$ cat config.mk
export PLATFORM = sky130hd
export DESIGN_NAME = integer_to_ascii_formatter_top_flat
export DESIGN_NICKNAME = d
export VERILOG_FILES = /design/src/hdl/itoa_pkg.sv /design/src/hdl/itoa_if.sv /design/src/hdl/integer_to_ascii_formatter_top.sv /design/src/hdl/itoa_dabble.sv /design/src/hdl/itoa_emit.sv /design/src/flat_wrapper.sv
export SDC_FILE = /design/constraint.sdc
export NUM_CORES = 1
export LEC_CHECK = 0
export ABC_CLOCK_PERIOD_IN_PS = 8460
export CAP_MARGIN = 0
export CORE_MARGIN = 4
export CORE_UTILIZATION = 40
export CTS_CLUSTER_DIAMETER = 40
export DETAILED_ROUTE_END_ITERATION = 16
export DONT_BUFFER_PORTS = 1
export SLEW_MARGIN = 20
export SYNTH_ARGS = -nofsm -noshare
export SYNTH_HDL_FRONTEND = slang
export SYNTH_SLANG_ARGS = --single-unit
$ cat constraint.sdc
create_clock -name i_clk -period 8.46 [get_ports i_clk]
set_clock_uncertainty 0.2 [all_clocks]
set_input_delay 0.846 -clock i_clk [delete_from_list [all_inputs] [get_ports i_clk]]
set_output_delay 0.846 -clock i_clk [all_outputs]
set_load 0.03 [all_outputs]
$ cat src/hdl/itoa_pkg.sv
// Types, constants and the digit-to-character function for the integer-to-ASCII formatter.
// No dependencies; every other file depends on this package.
package itoa_pkg;

    localparam int OP_W    = 3;
    localparam int VALUE_W = 64;
    localparam int CHAR_W  = 8;
    localparam int COUNT_W = 5;
    localparam int BIN_W   = 32;
    localparam int BCD_W   = 40;
    localparam int NIB_N   = VALUE_W / 4;

    localparam logic [CHAR_W-1:0] C_MINUS = 8'h2D;

    typedef enum logic [OP_W-1:0] {
        FMT_SDEC32  = 3'd0,
        FMT_UDEC32  = 3'd1,
        FMT_HEX32_L = 3'd2,
        FMT_HEX32_U = 3'd3,
        FMT_HEX64_L = 3'd4
    } t_fmt_op;

    typedef enum logic [0:0] {
        TOP_IDLE,
        TOP_CONV
    } t_top_state;

    typedef enum logic [1:0] {
        EMIT_IDLE,
        EMIT_SKIP,
        EMIT_SIGN,
        EMIT_CHAR
    } t_emit_state;

    typedef struct packed {
        logic               valid;
        logic [VALUE_W-1:0] digits;
        logic               neg;
        logic               upper;
    } t_emit_load;

    localparam logic [CHAR_W-1:0] HEX_LOWER [16] = '{
        8'h30, 8'h31, 8'h32, 8'h33, 8'h34, 8'h35, 8'h36, 8'h37,
        8'h38, 8'h39, 8'h61, 8'h62, 8'h63, 8'h64, 8'h65, 8'h66
    };
    localparam logic [CHAR_W-1:0] HEX_UPPER [16] = '{
        8'h30, 8'h31, 8'h32, 8'h33, 8'h34, 8'h35, 8'h36, 8'h37,
        8'h38, 8'h39, 8'h41, 8'h42, 8'h43, 8'h44, 8'h45, 8'h46
    };

    function automatic logic [CHAR_W-1:0] digit_char(input logic [3:0] nib, input logic upper);
        return upper ? HEX_UPPER[nib] : HEX_LOWER[nib];
    endfunction

endpackage

$ cat src/hdl/itoa_if.sv
// Valid/ready channel interfaces for the formatter's input and character output.
// Depends on itoa_pkg for field widths.
interface itoa_in_if;
    logic                            valid;
    logic                            ready;
    logic [itoa_pkg::OP_W-1:0]       format_op;
    logic [itoa_pkg::VALUE_W-1:0]    value;

    modport source (output valid, output format_op, output value, input ready);
    modport sink   (input valid, input format_op, input value, output ready);
endinterface

interface itoa_out_if;
    logic                            valid;
    logic                            ready;
    logic [itoa_pkg::CHAR_W-1:0]     char_code;
    logic                            last_char;
    logic [itoa_pkg::COUNT_W-1:0]    char_count;

    modport source (output valid, output char_code, output last_char, output char_count,
                    input ready);
    modport sink   (input valid, input char_code, input last_char, input char_count,
                    output ready);
endinterface

$ cat src/hdl/integer_to_ascii_formatter_top.sv
// Hex modes: after accept, the leading zero nibbles of the 64-bit frame are skipped, then characters
// go out one per cycle while the output is not stalled.
// Decimal modes first run the bit-serial BCD conversion (one shift per input bit, then a done
// flag); a negative signed value gets a leading minus sign. One number in flight; the next is
// accepted while the last character waits in the output register. Synchronous active-low
// reset clears control. Top level; depends on itoa_pkg, itoa_if, itoa_dabble, itoa_emit.
module integer_to_ascii_formatter_top (
    input  logic        i_clk,
    input  logic        i_rst_n,
    itoa_in_if.sink     i_in,
    itoa_out_if.source  o_out
);
    import itoa_pkg::*;

    t_top_state          r_state, n_state;
    logic                r_neg;
    logic                r_upper;

    logic                accept;
    logic                is_dec;
    logic                is_hex;
    logic                emit_idle;
    logic                dab_start;
    logic                dab_done;
    logic [BCD_W-1:0]    dab_bcd;
    logic [BIN_W-1:0]    low_word;
    logic [BIN_W-1:0]    mag;
    t_emit_load          load;

    assign low_word = i_in.value[BIN_W-1:0];
    assign mag      = (t_fmt_op'(i_in.format_op) == FMT_SDEC32 && low_word[BIN_W-1])
                      ? (BIN_W'(0) - low_word) : low_word;

    always_comb begin
        is_dec = 1'b0;
        is_hex = 1'b0;
        unique case (i_in.format_op)
            FMT_SDEC32, FMT_UDEC32:                is_dec = 1'b1;
            FMT_HEX32_L, FMT_HEX32_U, FMT_HEX64_L: is_hex = 1'b1;
            default: ;
        endcase
    end

    assign accept = i_in.valid && i_in.ready;

    always_comb begin
        n_state = r_state;
        unique case (r_state)
            TOP_IDLE: begin
                if (accept && is_dec) n_state = TOP_CONV;
            end
            TOP_CONV: begin
                if (dab_done) n_state = TOP_IDLE;
            end
            default: n_state = TOP_IDLE;
        endcase
    end

    always_comb begin
        i_in.ready  = 1'b0;
        dab_start   = 1'b0;
        load.valid  = 1'b0;
        load.digits = '0;
        load.neg    = 1'b0;
        load.upper  = 1'b0;
        unique case (r_state)
            TOP_IDLE: begin
                i_in.ready = emit_idle;
                dab_start  = accept && is_dec;
                load.valid = accept && is_hex;
                if (t_fmt_op'(i_in.format_op) == FMT_HEX64_L) begin
                    load.digits = i_in.value;
                end else begin
                    load.digits = {{(VALUE_W-BIN_W){1'b0}}, low_word};
                end
                load.upper = (t_fmt_op'(i_in.format_op) == FMT_HEX32_U);
            end
            TOP_CONV: begin
                load.valid  = dab_done;
                load.digits = {{(VALUE_W-BCD_W){1'b0}}, dab_bcd};
                load.neg    = r_neg;
                load.upper  = r_upper;
            end
            default: ;
        endcase
    end

    always_ff @(posedge i_clk) begin
        if (!i_rst_n) begin
            r_state <= TOP_IDLE;
        end else begin
            r_state <= n_state;
        end
    end

    always_ff @(posedge i_clk) begin
        if (dab_start) begin
            r_neg   <= (t_fmt_op'(i_in.format_op) == FMT_SDEC32) && low_word[BIN_W-1];
            r_upper <= 1'b0;
        end
    end

    itoa_dabble u_dabble (
        .i_clk   (i_clk),
        .i_rst_n (i_rst_n),
        .i_start (dab_start),
        .i_bin   (mag),
        .o_done  (dab_done),
        .o_bcd   (dab_bcd)
    );

    itoa_emit u_emit (
        .i_clk   (i_clk),
        .i_rst_n (i_rst_n),
        .i_load  (load),
        .o_idle  (emit_idle),
        .o_out   (o_out)
    );

endmodule

$ cat src/hdl/itoa_dabble.sv
// Bit-serial binary-to-BCD converter (shift and add-3), one input bit per cycle.
// Depends on itoa_pkg.
module itoa_dabble (
    input  logic                          i_clk,
    input  logic                          i_rst_n,
    input  logic                          i_start,
    input  logic [itoa_pkg::BIN_W-1:0]    i_bin,
    output logic                          o_done,
    output logic [itoa_pkg::BCD_W-1:0]    o_bcd
);
    import itoa_pkg::*;

    localparam int CNT_W = $clog2(BIN_W + 1);
    localparam int DIG_N = BCD_W / 4;

    logic [CNT_W-1:0] r_cnt;
    logic             r_done;
    logic [BIN_W-1:0] r_bin;
    logic [BCD_W-1:0] r_bcd;
    logic [BCD_W-1:0] adj;

    always_comb begin
        for (int d = 0; d < DIG_N; d++) begin
            if (r_bcd[d*4 +: 4] >= 4'd5) begin
                adj[d*4 +: 4] = r_bcd[d*4 +: 4] + 4'd3;
            end else begin
                adj[d*4 +: 4] = r_bcd[d*4 +: 4];
            end
        end
    end

    always_ff @(posedge i_clk) begin
        if (!i_rst_n) begin
            r_cnt  <= '0;
            r_done <= 1'b0;
        end else begin
            r_done <= (r_cnt == CNT_W'(1));
            if (i_start) begin
                r_cnt <= CNT_W'(BIN_W);
            end else if (r_cnt != '0) begin
                r_cnt <= r_cnt - CNT_W'(1);
            end
        end
    end

    always_ff @(posedge i_clk) begin
        if (i_start) begin
            r_bin <= i_bin;
            r_bcd <= '0;
        end else if (r_cnt != '0) begin
            r_bin <= {r_bin[BIN_W-2:0], 1'b0};
            r_bcd <= {adj[BCD_W-2:0], r_bin[BIN_W-1]};
        end
    end

    assign o_done = r_done;
    assign o_bcd  = r_bcd;

endmodule

$ cat src/hdl/itoa_emit.sv
// Nibble shifter that drops leading zeros and sends one character per cycle, while the output
// is not stalled, through an output register. Depends on itoa_pkg and itoa_if.
module itoa_emit (
    input  logic                  i_clk,
    input  logic                  i_rst_n,
    input  itoa_pkg::t_emit_load  i_load,
    output logic                  o_idle,
    itoa_out_if.source            o_out
);
    import itoa_pkg::*;

    t_emit_state          r_state, n_state;
    logic [VALUE_W-1:0]   r_digits;
    logic [COUNT_W-1:0]   r_left;
    logic [COUNT_W-1:0]   r_cnt;
    logic                 r_neg;
    logic                 r_upper;

    logic                 r_out_valid;
    logic [CHAR_W-1:0]    r_out_char;
    logic                 r_out_last;
    logic [COUNT_W-1:0]   r_out_count;

    logic                 out_free;
    logic                 top_zero;
    logic                 last;
    logic                 do_skip;
    logic                 do_sign;
    logic                 do_char;

    assign out_free = !r_out_valid || o_out.ready;
    assign top_zero = (r_digits[VALUE_W-1 -: 4] == 4'd0);
    assign last     = (r_left == COUNT_W'(1));

    always_comb begin
        n_state = r_state;
        unique case (r_state)
            EMIT_IDLE: begin
                if (i_load.valid) n_state = EMIT_SKIP;
            end
            EMIT_SKIP: begin
                if (!(top_zero && !last)) n_state = r_neg ? EMIT_SIGN : EMIT_CHAR;
            end
            EMIT_SIGN: begin
                if (out_free) n_state = EMIT_CHAR;
            end
            EMIT_CHAR: begin
                if (out_free && last) n_state = EMIT_IDLE;
            end
            default: n_state = EMIT_IDLE;
        endcase
    end

    always_comb begin
        do_skip = 1'b0;
        do_sign = 1'b0;
        do_char = 1'b0;
        o_idle  = 1'b0;
        unique case (r_state)
            EMIT_IDLE: o_idle  = 1'b1;
            EMIT_SKIP: do_skip = top_zero && !last;
            EMIT_SIGN: do_sign = out_free;
            EMIT_CHAR: do_char = out_free;
            default: o_idle = 1'b0;
        endcase
    end

    always_ff @(posedge i_clk) begin
        if (!i_rst_n) begin
            r_state     <= EMIT_IDLE;
            r_out_valid <= 1'b0;
        end else begin
            r_state <= n_state;
            if (do_sign || do_char) begin
                r_out_valid <= 1'b1;
            end else if (o_out.ready) begin
                r_out_valid <= 1'b0;
            end
        end
    end

    always_ff @(posedge i_clk) begin
        if (i_load.valid && r_state == EMIT_IDLE) begin
            r_digits <= i_load.digits;
            r_left   <= COUNT_W'(NIB_N);
            r_cnt    <= '0;
            r_neg    <= i_load.neg;
            r_upper  <= i_load.upper;
        end else if (do_skip || do_char) begin
            r_digits <= {r_digits[VALUE_W-5:0], 4'd0};
            r_left   <= r_left - COUNT_W'(1);
        end
        if (do_sign) begin
            r_out_char  <= C_MINUS;
            r_out_last  <= 1'b0;
            r_out_count <= '0;
            r_cnt       <= COUNT_W'(1);
        end else if (do_char) begin
            r_out_char  <= digit_char(r_digits[VALUE_W-1 -: 4], r_upper);
            r_out_last  <= last;
            r_out_count <= last ? (r_cnt + COUNT_W'(1)) : '0;
            r_cnt       <= r_cnt + COUNT_W'(1);
        end
    end

    assign o_out.valid      = r_out_valid;
    assign o_out.char_code  = r_out_char;
    assign o_out.last_char  = r_out_last;
    assign o_out.char_count = r_out_count;

endmodule
$ cat src/flat_wrapper.sv
// flat-port wrapper written by rule: the top's interface ports become plain ports
module integer_to_ascii_formatter_top_flat import itoa_pkg::*;
  (i_clk, i_rst_n, i_in_valid, i_in_format_op, i_in_value, i_in_ready, o_out_valid, o_out_char_code, o_out_last_char, o_out_char_count, o_out_ready);
  itoa_in_if i_in_i ();
  itoa_out_if o_out_i ();
  input  logic i_clk;
  input  logic i_rst_n;
  input wire logic [$bits(i_in_i.valid)-1:0] i_in_valid;
  input wire logic [$bits(i_in_i.format_op)-1:0] i_in_format_op;
  input wire logic [$bits(i_in_i.value)-1:0] i_in_value;
  output wire logic [$bits(i_in_i.ready)-1:0] i_in_ready;
  output wire logic [$bits(o_out_i.valid)-1:0] o_out_valid;
  output wire logic [$bits(o_out_i.char_code)-1:0] o_out_char_code;
  output wire logic [$bits(o_out_i.last_char)-1:0] o_out_last_char;
  output wire logic [$bits(o_out_i.char_count)-1:0] o_out_char_count;
  input wire logic [$bits(o_out_i.ready)-1:0] o_out_ready;
  assign i_in_i.valid = i_in_valid;
  assign i_in_i.format_op = i_in_format_op;
  assign i_in_i.value = i_in_value;
  assign i_in_ready = i_in_i.ready;
  assign o_out_valid = o_out_i.valid;
  assign o_out_char_code = o_out_i.char_code;
  assign o_out_last_char = o_out_i.last_char;
  assign o_out_char_count = o_out_i.char_count;
  assign o_out_i.ready = o_out_ready;
  integer_to_ascii_formatter_top u_core (.i_clk(i_clk), .i_rst_n(i_rst_n), .i_in(i_in_i), .o_out(o_out_i));
endmodule
==> impl_metrics.json <==
{
  "row_count": 54,
  "gp_congestion": 0.8058,
  "worst_setup_path_end_kind": "register",
  "die_h_um": 156.8,
  "cp_data_required_time_ns": 8.32,
  "grt_max_degree": 101,
  "vias": 6460,
  "hpwlAfterDp_mm": 13.58,
  "cts.clk_slew.worst_paths_ns": 0.07,
  "yosysSeqAreaShare_pct": 50.32,
  "dr.pass1.iters": 5,
  "max-slew-margin-rel_pct": 38.39,
  "synthAdderAreaFrac_pct": 4.806,
  "start_util_pct": 40.56,
  "hold_class": "register to register",
  "core_um2": 21820,
  "pin_count": 87,
  "cts_resized": 0,
  "ys.flop_type": "edfxtp_1",
  "crit_path_start_kind": "input pin",
  "drv_cap": 0,
  "clock_path_buffers": 2,
  "antenna_found_initial": 0,
  "nNetsFinal": 991,
  "ant_nets": 0,
  "fmax_mhz": 291.1,
  "synthesis.nets": 1011,
  "irDropWorstVdd_mv": 0.1684,
  "clk_latency_ns": 0.43,
  "worst_pin_slew_ns": 0.9241,
  "cts_buffers": 17,
  "yosys.area_share.simple_pct": 15.22,
  "die_w_um": 156.8,
  "syn_avg_cell_area_um2": 9.771,
  "area_growth_pct": 9.032,
  "final.period_utilization_pct": 40.61,
  "synth.ff_latch_count": 173,
  "netlist_top_cells_count": "125 x nand2_1, 99 x edfxtp_1, 87 x o21ai_0, 74 x dfxtp_1, 74 x nor2_1",
  "timing.rr.start": "u_core.u_emit.r_state[0]$_SDFFE_PN0P_",
  "crit_fanout": 100,
  "grt_pass1_vias": 6247,
  "setup_tns_ns": 0,
  "synthArstFlopShare_pct": 0,
  "cts_hold_buf": 0,
  "track_usage_pct": 16.49,
  "synthMuxAreaShare_pct": 4.975,
  "cts_max_level": 4,
  "wl_mm": 19.92,
  "setup_violations": 0,
  "min_from": "u_core.u_dabble.o_bcd[37]$_SDFFE_PP0P_",
  "crit_arrival_ns": 3.30,
  "netlist_instances": 906,
  "rsz0062_at_grt": "false",
  "synth_edf_count": 99,
  "grt_pass1_wl_mm": 32.38,
  "synth_area_um2": 8852,
  "period_minus_slack_ns": 3.435,
  "dieArea_um2": 24580,
  "maxSlewViolCount": 0,
  "synth_area_leaders": "edfxtp_1 34%, dfxtp_1 17%, nand2_1 5.3%",
  "p_per_area_nw_per_um2": 360.3,
  "cts_root_buffer": "clkbuf_16",
  "grt_overflow": 0,
  "num_antenna_cells": 0,
  "vias_per_cell": 5.479,
  "leakage_nw": 3.560,
  "hold_viol_final": 0,
  "drc": 0,
  "yosysTopAreaCellShare_pct": 33.58,
  "synth-compound-area-share_pct": 16.34,
  "crit_type": "input pin to register",
  "post_cts_buffers": 0,
  "dpl_cell_area_um2": 9099,
  "outcome": "finished, final reports clean",
  "wl_per_cell_um": 16.89,
  "synth_cell_types": 56,
  "fillCellCount": 2088,
  "drive_gt1_share_pct": 5.895,
  "cp-startpoint": "i_in_format_op[1]",
  "synth_top_family_by_area": "compound AO/OA/AOI/OAI gates",
  "synthXorXnorAreaFrac_pct": 4.650,
  "fin_area_um2": 9652,
  "io_buffers": 0,
  "cts_tree": "built",
  "yosysMostFrequentCell": "nand2_1",
  "ys_warn_count": 0,
  "clkSinkCount": 173,
  "netlist.top_cell.by_area": "edfxtp_1",
  "drt_iter0_markers": 466
}
## worst max-delay path, cell delays in order
cell and delay (ns):
or3b_2 0.48, a31oi_1 0.36, nand2_4 0.06, buf_4 0.37, nand2b_2 0.53, buf_4 0.55
## final cells by class
type	count	area (µm²)	area share (%)
Sequential cell	173	4456	46.16
Multi-Input combinational cell	648	4086	42.34
Clock buffer	17	425.4	4.408
Tap cell	280	350.3	3.630
Inverter	37	138.9	1.439
Clock inverter	15	127.6	1.322
Timing Repair Buffer	9	67.56	0.7000
## power by group
group	internal, mW	switching (mW)	total [mW]
Clock	0.387	0.357	0.743
Combinational	0.490	0.728	1.22
Sequential	1.29	0.221	1.52
## per-layer routing
metal	GRT usage [%]	routed length, µm	up-vias
li1	-	-	3228
met1	22.73	9395	3085
met2	26.19	9187	126
met3	3.512	1091	21
met4	5.000	240	0
met5	0	0	-
## final timing paths
kind / end / slack, ns / cells after the start
worst min register to register: u_core.u_dabble.o_bcd[37]$_SDFFE_PP0P_ / 0.27 / 2
worst max register to register: u_core.u_dabble.r_bin[29]$_DFFE_PP_ / 5.22 / 7
worst min-delay path: u_core.u_dabble.o_bcd[37]$_SDFFE_PP0P_ / 0.27 / 2
worst max-delay path: u_core.u_emit.r_digits[59]$_DFFE_PP_ / 5.02 / 6
## metrics by stage
step                power, mW  hold WS [ns]  instances  utilization [%]  worst slack (ns)
detailed placement      2.763        0.2629       1147            41.69             4.549
CTS                     3.514        0.2728       1179            44.23             5.009
global route            3.758        0.3075       1179            44.23             4.851
floorplan               2.472        0.2450        906                -             4.391
global placement        2.738        0.2589       1147            41.69             4.583
finish                  3.477        0.2720       1179            44.23             5.025
## flip-flops by register name, summed over array words and instances (netlist names), 2 cells and up
register                        flops
u_core.u_emit.r_cnt                 5
u_core.u_dabble.r_cnt               6
u_core.u_emit.o_out.char_count      5
u_core.u_dabble.o_bcd              40
u_core.u_emit.r_state               2
u_core.u_emit.o_out.char_code       7
u_core.u_emit.r_digits             64
u_core.u_emit.r_left                5
u_core.u_dabble.r_bin              32
## layout by cell type (no fill, tap or decap), drive strengths merged, types with 26 or more instances in the layout
cell and count:
a21oi 51, dfxtp 74, edfxtp 99, ha 34
inv 46, mux2i 44, nand2 125, nor2 74
o21ai 87, xor2 26
## cell families after synthesis
logic type	count (synthesis)
compound gates	230
buf+inv	85
fa+ha+maj	34
other cells	1
simple gates	292
xor+xnor	47
mux	44
flops	173
No activity file was read; power rests on OpenSTA's default activity.
